File: src/hw/rtl/lzfw_pkg.sv
package lzfw_pkg;

   localparam int LANES = 4;

   typedef enum logic [2:0] {
      PH_CTRL1  = 3'd0,
      PH_CTRL2  = 3'd1,
      PH_SCOUNT = 3'd2,
      PH_LIT    = 3'd3,
      PH_SDIST  = 3'd4,
      PH_LLO    = 3'd5,
      PH_LHI    = 3'd6,
      PH_LCNT   = 3'd7
   } phase_type;

   typedef struct packed {
      logic        lit_wr;
      logic [7:0]  lit_byte;
      logic        cp_rd;
      logic        cp_wr;
      logic        load_dist;
      logic [13:0] dist_value;
      logic        load_len;
      logic [8:0]  len_value;
      logic        clear_produced;
   } cmd_type;

   typedef struct packed {
      logic out_free;
      logic last_byte;
   } status_type;

endpackage

File: src/hw/rtl/lzfw_ctrl.sv
module lzfw_ctrl
   import lzfw_pkg::*;
(
   input  logic       clock,
   input  logic       reset,
   input  logic       req_tvalid,
   output logic       req_tready,
   input  logic [7:0] req_tdata,
   input  logic       req_tlast,
   input  status_type status,
   output cmd_type    cmd
);

   typedef enum logic [2:0] {S_IDLE, S_BITS, S_LIT, S_RD, S_WR} state_type;

   state_type   state_ff, state_in;
   phase_type   phase_ff, phase_in;
   logic [7:0]  flag_ff, flag_in;
   logic [3:0]  bits_ff, bits_in;
   logic        partial_ff, partial_in;
   logic [7:0]  held_ff, held_in;
   logic [8:0]  len_ff, len_in;
   logic [7:0]  byte_ff, byte_in;
   logic        eos_ff, eos_in;
   logic        bit_now;

   assign req_tready = (state_ff == S_IDLE);

   always_comb begin
      state_in   = state_ff;
      phase_in   = phase_ff;
      flag_in    = flag_ff;
      bits_in    = bits_ff;
      partial_in = partial_ff;
      held_in    = held_ff;
      len_in     = len_ff;
      byte_in    = byte_ff;
      eos_in     = eos_ff;
      bit_now    = flag_ff[0];
      cmd        = '0;
      cmd.lit_byte = byte_ff;
      case (state_ff)
         S_IDLE: begin
            if (req_tvalid) begin
               byte_in = req_tdata;
               eos_in  = req_tlast;
               state_in = S_BITS;
               case (phase_ff)
                  PH_CTRL1, PH_CTRL2, PH_SCOUNT: begin
                     flag_in = req_tdata;
                     bits_in = 4'd8;
                  end
                  PH_LIT: state_in = S_LIT;
                  PH_SDIST: begin
                     cmd.load_dist  = 1'b1;
                     cmd.dist_value = 14'({1'b0, ~req_tdata}) + 14'd1;
                     cmd.load_len   = 1'b1;
                     cmd.len_value  = len_ff;
                     state_in = S_RD;
                  end
                  PH_LLO: begin
                     held_in  = req_tdata;
                     phase_in = PH_LHI;
                  end
                  PH_LHI: begin
                     cmd.load_dist  = 1'b1;
                     cmd.dist_value = 14'({~req_tdata, ~held_ff[7:3]}) + 14'd1;
                     if (held_ff[2:0] == 3'd0) begin
                        phase_in = PH_LCNT;
                     end else begin
                        cmd.load_len  = 1'b1;
                        cmd.len_value = 9'(held_ff[2:0]) + 9'd2;
                        state_in = S_RD;
                     end
                  end
                  default: begin
                     cmd.load_len  = 1'b1;
                     cmd.len_value = 9'(req_tdata) + 9'd1;
                     state_in = S_RD;
                  end
               endcase
            end
         end
         S_BITS: begin
            if ((phase_ff == PH_CTRL1 || phase_ff == PH_CTRL2 || phase_ff == PH_SCOUNT)
                && bits_ff != 4'd0) begin
               flag_in = {1'b0, flag_ff[7:1]};
               bits_in = bits_ff - 4'd1;
               case (phase_ff)
                  PH_CTRL1: phase_in = bit_now ? PH_LIT : PH_CTRL2;
                  PH_CTRL2: begin
                     if (bit_now) begin
                        phase_in = PH_LLO;
                     end else begin
                        phase_in = PH_SCOUNT;
                        len_in   = 9'd0;
                     end
                  end
                  default: begin
                     if (len_ff == 9'd0) begin
                        partial_in = bit_now;
                        len_in     = 9'd1;
                     end else begin
                        len_in   = 9'({partial_ff, bit_now}) + 9'd2;
                        phase_in = PH_SDIST;
                     end
                  end
               endcase
            end else begin
               state_in = S_IDLE;
               if (eos_ff) begin
                  phase_in   = PH_CTRL1;
                  flag_in    = 8'd0;
                  bits_in    = 4'd0;
                  partial_in = 1'b0;
                  held_in    = 8'd0;
                  len_in     = 9'd0;
                  cmd.clear_produced = 1'b1;
               end
            end
         end
         S_LIT: begin
            if (status.out_free) begin
               cmd.lit_wr = 1'b1;
               phase_in   = PH_CTRL1;
               state_in   = S_BITS;
            end
         end
         S_RD: begin
            cmd.cp_rd = 1'b1;
            state_in  = S_WR;
         end
         S_WR: begin
            if (status.out_free) begin
               cmd.cp_wr = 1'b1;
               if (status.last_byte) begin
                  phase_in = PH_CTRL1;
                  state_in = S_BITS;
               end else begin
                  state_in = S_RD;
               end
            end
         end
         default: state_in = S_IDLE;
      endcase
   end

   always_ff @(posedge clock) begin
      if (reset) begin
         state_ff   <= S_IDLE;
         phase_ff   <= PH_CTRL1;
         flag_ff    <= 8'd0;
         bits_ff    <= 4'd0;
         partial_ff <= 1'b0;
         held_ff    <= 8'd0;
         len_ff     <= 9'd0;
         eos_ff     <= 1'b0;
      end else begin
         state_ff   <= state_in;
         phase_ff   <= phase_in;
         flag_ff    <= flag_in;
         bits_ff    <= bits_in;
         partial_ff <= partial_in;
         held_ff    <= held_in;
         len_ff     <= len_in;
         eos_ff     <= eos_in;
      end
      byte_ff <= byte_in;
   end

   a_bits_range: assert property (@(posedge clock) disable iff (reset)
      bits_ff <= 4'd8) else $error("flag bit count out of range");

   a_idle_ctrl_empty: assert property (@(posedge clock) disable iff (reset)
      (state_ff == S_IDLE && (phase_ff == PH_CTRL1 || phase_ff == PH_CTRL2 ||
       phase_ff == PH_SCOUNT)) |-> bits_ff == 4'd0)
      else $error("idle in control phase with flag bits left");

   a_wr_after_rd: assert property (@(posedge clock) disable iff (reset)
      state_ff == S_WR |-> ($past(state_ff) == S_RD || $past(state_ff) == S_WR))
      else $error("copy write without read");

endmodule

File: config.mk
export PLATFORM = sky130hd
export DESIGN_NAME = lzfw_ctrl
export DESIGN_NICKNAME = d
export VERILOG_FILES = /design/src/hw/rtl/lzfw_pkg.sv /design/src/hw/rtl/lzfw_ctrl.sv
export SDC_FILE = /design/constraint.sdc
export NUM_CORES = 1
export LEC_CHECK = 0
export BUFFER_PORTS_ARGS = -buffer_cell sky130_fd_sc_hd__buf_2
export CORE_MARGIN = 2
export CORE_UTILIZATION = 60
export CTS_CLUSTER_DIAMETER = 80
export DETAILED_ROUTE_END_ITERATION = 16
export PLACE_DENSITY = 0.85
export SKIP_LAST_GASP = 1
export SYNTH_ARGS = -nofsm -noshare
export SYNTH_HDL_FRONTEND = slang
export SYNTH_SLANG_ARGS = --single-unit
File: constraint.sdc
create_clock -name clock -period 6.5 [get_ports clock]
set_input_delay 1.3 -clock clock [delete_from_list [all_inputs] [get_ports clock]]
set_output_delay 1.3 -clock clock [all_outputs]
set_load 0.01 [all_outputs]
# Yosys cells after proc, flatten, opt, wreduce, memory -nomap -nowiden
# Index checks and enable logic that the tools add are counted.
# Widths: inputs -> output; s select.
[totals] ff_bits=45 input_bits=14 out_inout_bits=38
[op_classes] add_sub_neg=6 eq_ne=26 mux=56 n_bitwise=2 n_reduce_logical=22
[ops] operator="$mux 8" count=7
[ops] operator="$mux 25" count=2
[ops] operator="$mux 3" count=14
[ops] operator="$pmux 8 s2" count=2
[ops] operator="$pmux 10 s3" count=1
[ops] operator="$pmux 15 s2" count=1
[ops] operator="$mux 9" count=3
[ops] operator="$add 8x1->9 const B" count=2
[ops] operator="$pmux 9 s2" count=1
[ops] operator="$mux 4" count=4
[ops] operator="$ne 2x2->1 const B" count=8
[ops] operator="$reduce_and 4->1" count=4
[ops] operator="$pmux 3 s5" count=1
[ops] operator="$add 13x1->14 const B" count=1
[ops] operator="$eq 3x2->1 const B" count=4
[ops] operator="$eq 3x3->1 const B" count=4
[ops] operator="$pmux 3 s2" count=2
[ops] operator="$pmux 3 s4" count=1
[ops] operator="$mux 1" count=11
[ops] operator="$mux 10" count=1
[ops] operator="$logic_not 3->1" count=3
[ops] operator="$logic_not 9->1" count=1
[ops] operator="$ne 3x3->1 const B" count=3
[ops] operator="$reduce_and 9->1" count=1
[ops] operator="other kinds (22)" count=30

# Logic depth before layout (Yosys ltp)
[logic_depth] ltp_word=6 depth_mapped=9

# Least setup slack after synthesis
# Ideal clock, no wire load.
[synth_path] path_type="input -> output" from="input port req_tdata[0]" to="output port cmd[17] (netlist bit)" arrival_ns=2.810 path_slack_ns=2.390 stages=7 n_path_buf=0 cell_sequence="inv_1 -> ha_1 -> or3b_2 -> nor3_2 -> xnor2_1 -> nor2_1 -> a211oi_1"
[synth_rtl] item="start: declaration" line_no="lzfw_ctrl.sv:8" text="input logic [7:0] req_tdata,"
[synth_rtl] item="end: declaration" line_no="lzfw_ctrl.sv:11" text="output cmd_type cmd"

==> impl_metrics.env <==
export IMPL_hold_buffers=0
export IMPL_cts_buffers=5
export IMPL_r2r_end="phase_ff[2]"
export IMPL_cts_sinks=39
export IMPL_wire_per_inst_um=15.2
export IMPL_synth_edf_count=8
export IMPL_area_delta_synth_final_pct=12.2
export IMPL_worst_pin_slew_ps=1040
export IMPL_start_util_pct=63.0
export IMPL_drcViolationCount=0
export IMPL_reg2reg_depth=5
export IMPL_fin_setup_tns_ps=0
export IMPL_cts_setup_buffers=0
export IMPL_ios=52
export IMPL_die_area_mm2=0.00516
export IMPL_via_per_inst=5.86
export IMPL_cap_violations=0
export IMPL_cp_start_kind="primary input"
export IMPL_drtAntennaViolNets=0
export IMPL_dr_wl_met2_mm=2.95
export IMPL_cts_tree="done"
export IMPL_grt_overflow=0
export IMPL_io_buffers=51
export IMPL_yosysWarnings=0
export IMPL_syn_area_mm2=0.00276
export IMPL_design_area_mm2=0.00310
export IMPL_synth_yosys_seq_area_share_pct=31.2
export IMPL_skew_ps=6.98
export IMPL_dr_wl_met3_um=401
export IMPL_r2r_setup_slack_ps=3970
export IMPL_pre_cts_ws_ps=2070
export IMPL_die_y_um=71.8
export IMPL_endpoint_kind="output pin"
export IMPL_fin_crit_sh_pct=68.4
export IMPL_synth_async_reset_ratio_pct=0
export IMPL_postRouteWirelength_mm=6.46
export IMPL_core_area_mm2=0.00438
export IMPL_rsz0062_at_grt="no"
export IMPL_post_dp_hpwl_mm=4.66
export IMPL_grtUsageTotal_pct=26.1
export IMPL_antenna_cells=0
export IMPL_firstDrtPassIters=4
export IMPL_synth_nets=351
export IMPL_final_max_slew_viol_count=0
export IMPL_ys_seq_elements=39
export IMPL_syn_mean_instance_area_um2=8.34
export IMPL_vias=2483
export IMPL_grt_max_degree=35
export IMPL_ys_types=62
export IMPL_place_congestion=0.931
export IMPL_path_clk_slew_ps=80
export IMPL_drt_initial_drc_count=185
export IMPL_hold_path_class="reg -> reg"
export IMPL_place_area_mm2=0.00298
export IMPL_final_core_util_pct=70.6
export IMPL_vdd_drop_max_mv=0.188
export IMPL_layout_drive_gt1_share_pct=22.8
export IMPL_setup_viol=0
export IMPL_clockBufferDepth=2
export IMPL_slew_headroom_pct=30.5
export IMPL_crit_end="cmd[17]"
export IMPL_insertion_delay_ps=300
export IMPL_hp_start="flag_ff[7]"
export IMPL_grt_pass1_wl_mm=10.6
export IMPL_synth_flop_cell="dfxtp_1"
export IMPL_synthCells=331
export IMPL_wl_met1_mm=3.00
export IMPL_crit_start="req_tdata[0]"
export IMPL_r2r_start="phase_ff[1]"
export IMPL_die_w_um=71.8
export IMPL_fillCellCount=368
export IMPL_final_hold_viol_count=0
export IMPL_crit_type="in -> out"
export IMPL_highest_layer="met4"
export IMPL_antenna_found_initial=0
export IMPL_grt_pass1_vias=2170
export IMPL_cts_root_buf="clkbuf_8"
export IMPL_cp_arrival_ps=3150
export IMPL_min_period_ps=4450
export IMPL_worst_slack_ps=2050
export IMPL_p_per_area_mw_per_mm2=224
export IMPL_fp_row_count=24
export IMPL_cellLeakagePower_nw=1.26
export IMPL_htreeDepth=2
export IMPL_outcome="complete, no violations"
export IMPL_worstPathRequired_ps=5200
export IMPL_cts_resized=0
export IMPL_path_max_fanout=8
export IMPL_finish_net_count=391
export IMPL_max_freq_mhz=225
[power by group]
part           switching [W]  internal [W]
clock network      0.0000880      0.000114
logic               0.000120     0.0000775
registers          0.0000258      0.000268
total               0.000234      0.000460
[layer usage]
layer | vias to the layer above | track usage, %
met5 | - | 0
met4 | 0 | 9.64
met3 | 12 | 4.92
met2 | 78 | 39.5
met1 | 1154 | 37.0
li1 | 1239 | -
[worst max-delay path, stage by stage]
cell and delay (ps):
buf_2 150, inv_1 140, ha_1 210, or3b_2 510, nor3_2 230, xnor2_1 150, nor2_1 60, a211oi_1 230
buf_2 160
[placed cells by master (no fill, tap or decap), types with 10 or more instances in the layout]
cell type  count
inv_1         11
nand2_1       15
dfxtp_1       31
nor2b_1       12
mux2i_1       18
a21oi_1       14
nor2_1        67
buf_2         51
xor2_1        15
a211oi_1      10
nand3_1       10
nor3_1        17
[synth_stat cells (all sizes together), types with 2 or more instances]
cell type,count,area [µm²]
a32oi,4,35.0
nor3b,2,20.0
or4,2,18.8
nand3b,2,15.0
inv,11,41.3
o21ai,11,70.1
nand3,10,50.1
clkbuf,11,42.5
edfxtp,8,240
or3b,2,20.0
nand2b,6,37.5
a211oi,10,75.1
a21oi,16,95.1
a22oi,2,15.0
buf,8,61.3
nand2,17,78.8
nor2,67,251
nor3,21,138
xor2,15,131
and2,2,12.5
nor4,4,46.3
xnor2,7,61.3
or3,2,12.5
ha,6,75.1
mux2i,18,180
and3,4,25.0
dfxtp,31,621
mux2,4,56.3
nor2b,12,75.1
[registers in the layout, indices dropped and copies added, names as in the netlist]
name / cells
bits_ff: 4
held_ff: 8
flag_ff: 8
byte_ff: 8
state_ff: 3
eos_ff: 1
phase_ff: 3
partial_ff: 1
len_ff: 3
[cells by family after synthesis]
logic type | after synthesis | share of synthesized area (%)
AOI/OAI and AO/OA | 54 | 14.6
xor gates and xnor gates | 22 | 6.98
adders and majority gates | 6 | 2.72
buffers and inverters | 31 | 5.58
DFF | 39 | 31.2
muxes | 22 | 8.57
and+or+nand+nor | 157 | 30.4
[through the flow]
step / cells / power [W] / hold WS (ps)
global placement: 416 / 0.000488 / 449
floorplan: 331 / 0.000451 / 437
detailed placement: 416 / 0.000492 / 459
global route: 424 / 0.000730 / 513
finish: 424 / 0.000693 / 477
CTS: 424 / 0.000693 / 480
[worst min path at each step]
stage,slack (ps),end,cells past startpoint
after floorplan,440,flag_ff[7],2
after global placement,450,flag_ff[7],2
after detailed placement,460,flag_ff[7],2
after CTS,480,flag_ff[7],2
after global routing,510,bits_ff[1],2
final,480,flag_ff[7],2
[layout make-up]
cell class | instances | area (µm²) | share of cell area, %
repair buffers | 52 | 263 | 8.48
clock inverters | 3 | 43.8 | 1.41
flip-flops and latches | 39 | 861 | 27.8
well taps | 52 | 65.1 | 2.10
multi-input cells | 261 | 1750 | 56.4
inverters | 12 | 50.0 | 1.62
clock buffers | 5 | 68.8 | 2.22
(Power assumes the default switching activity.)
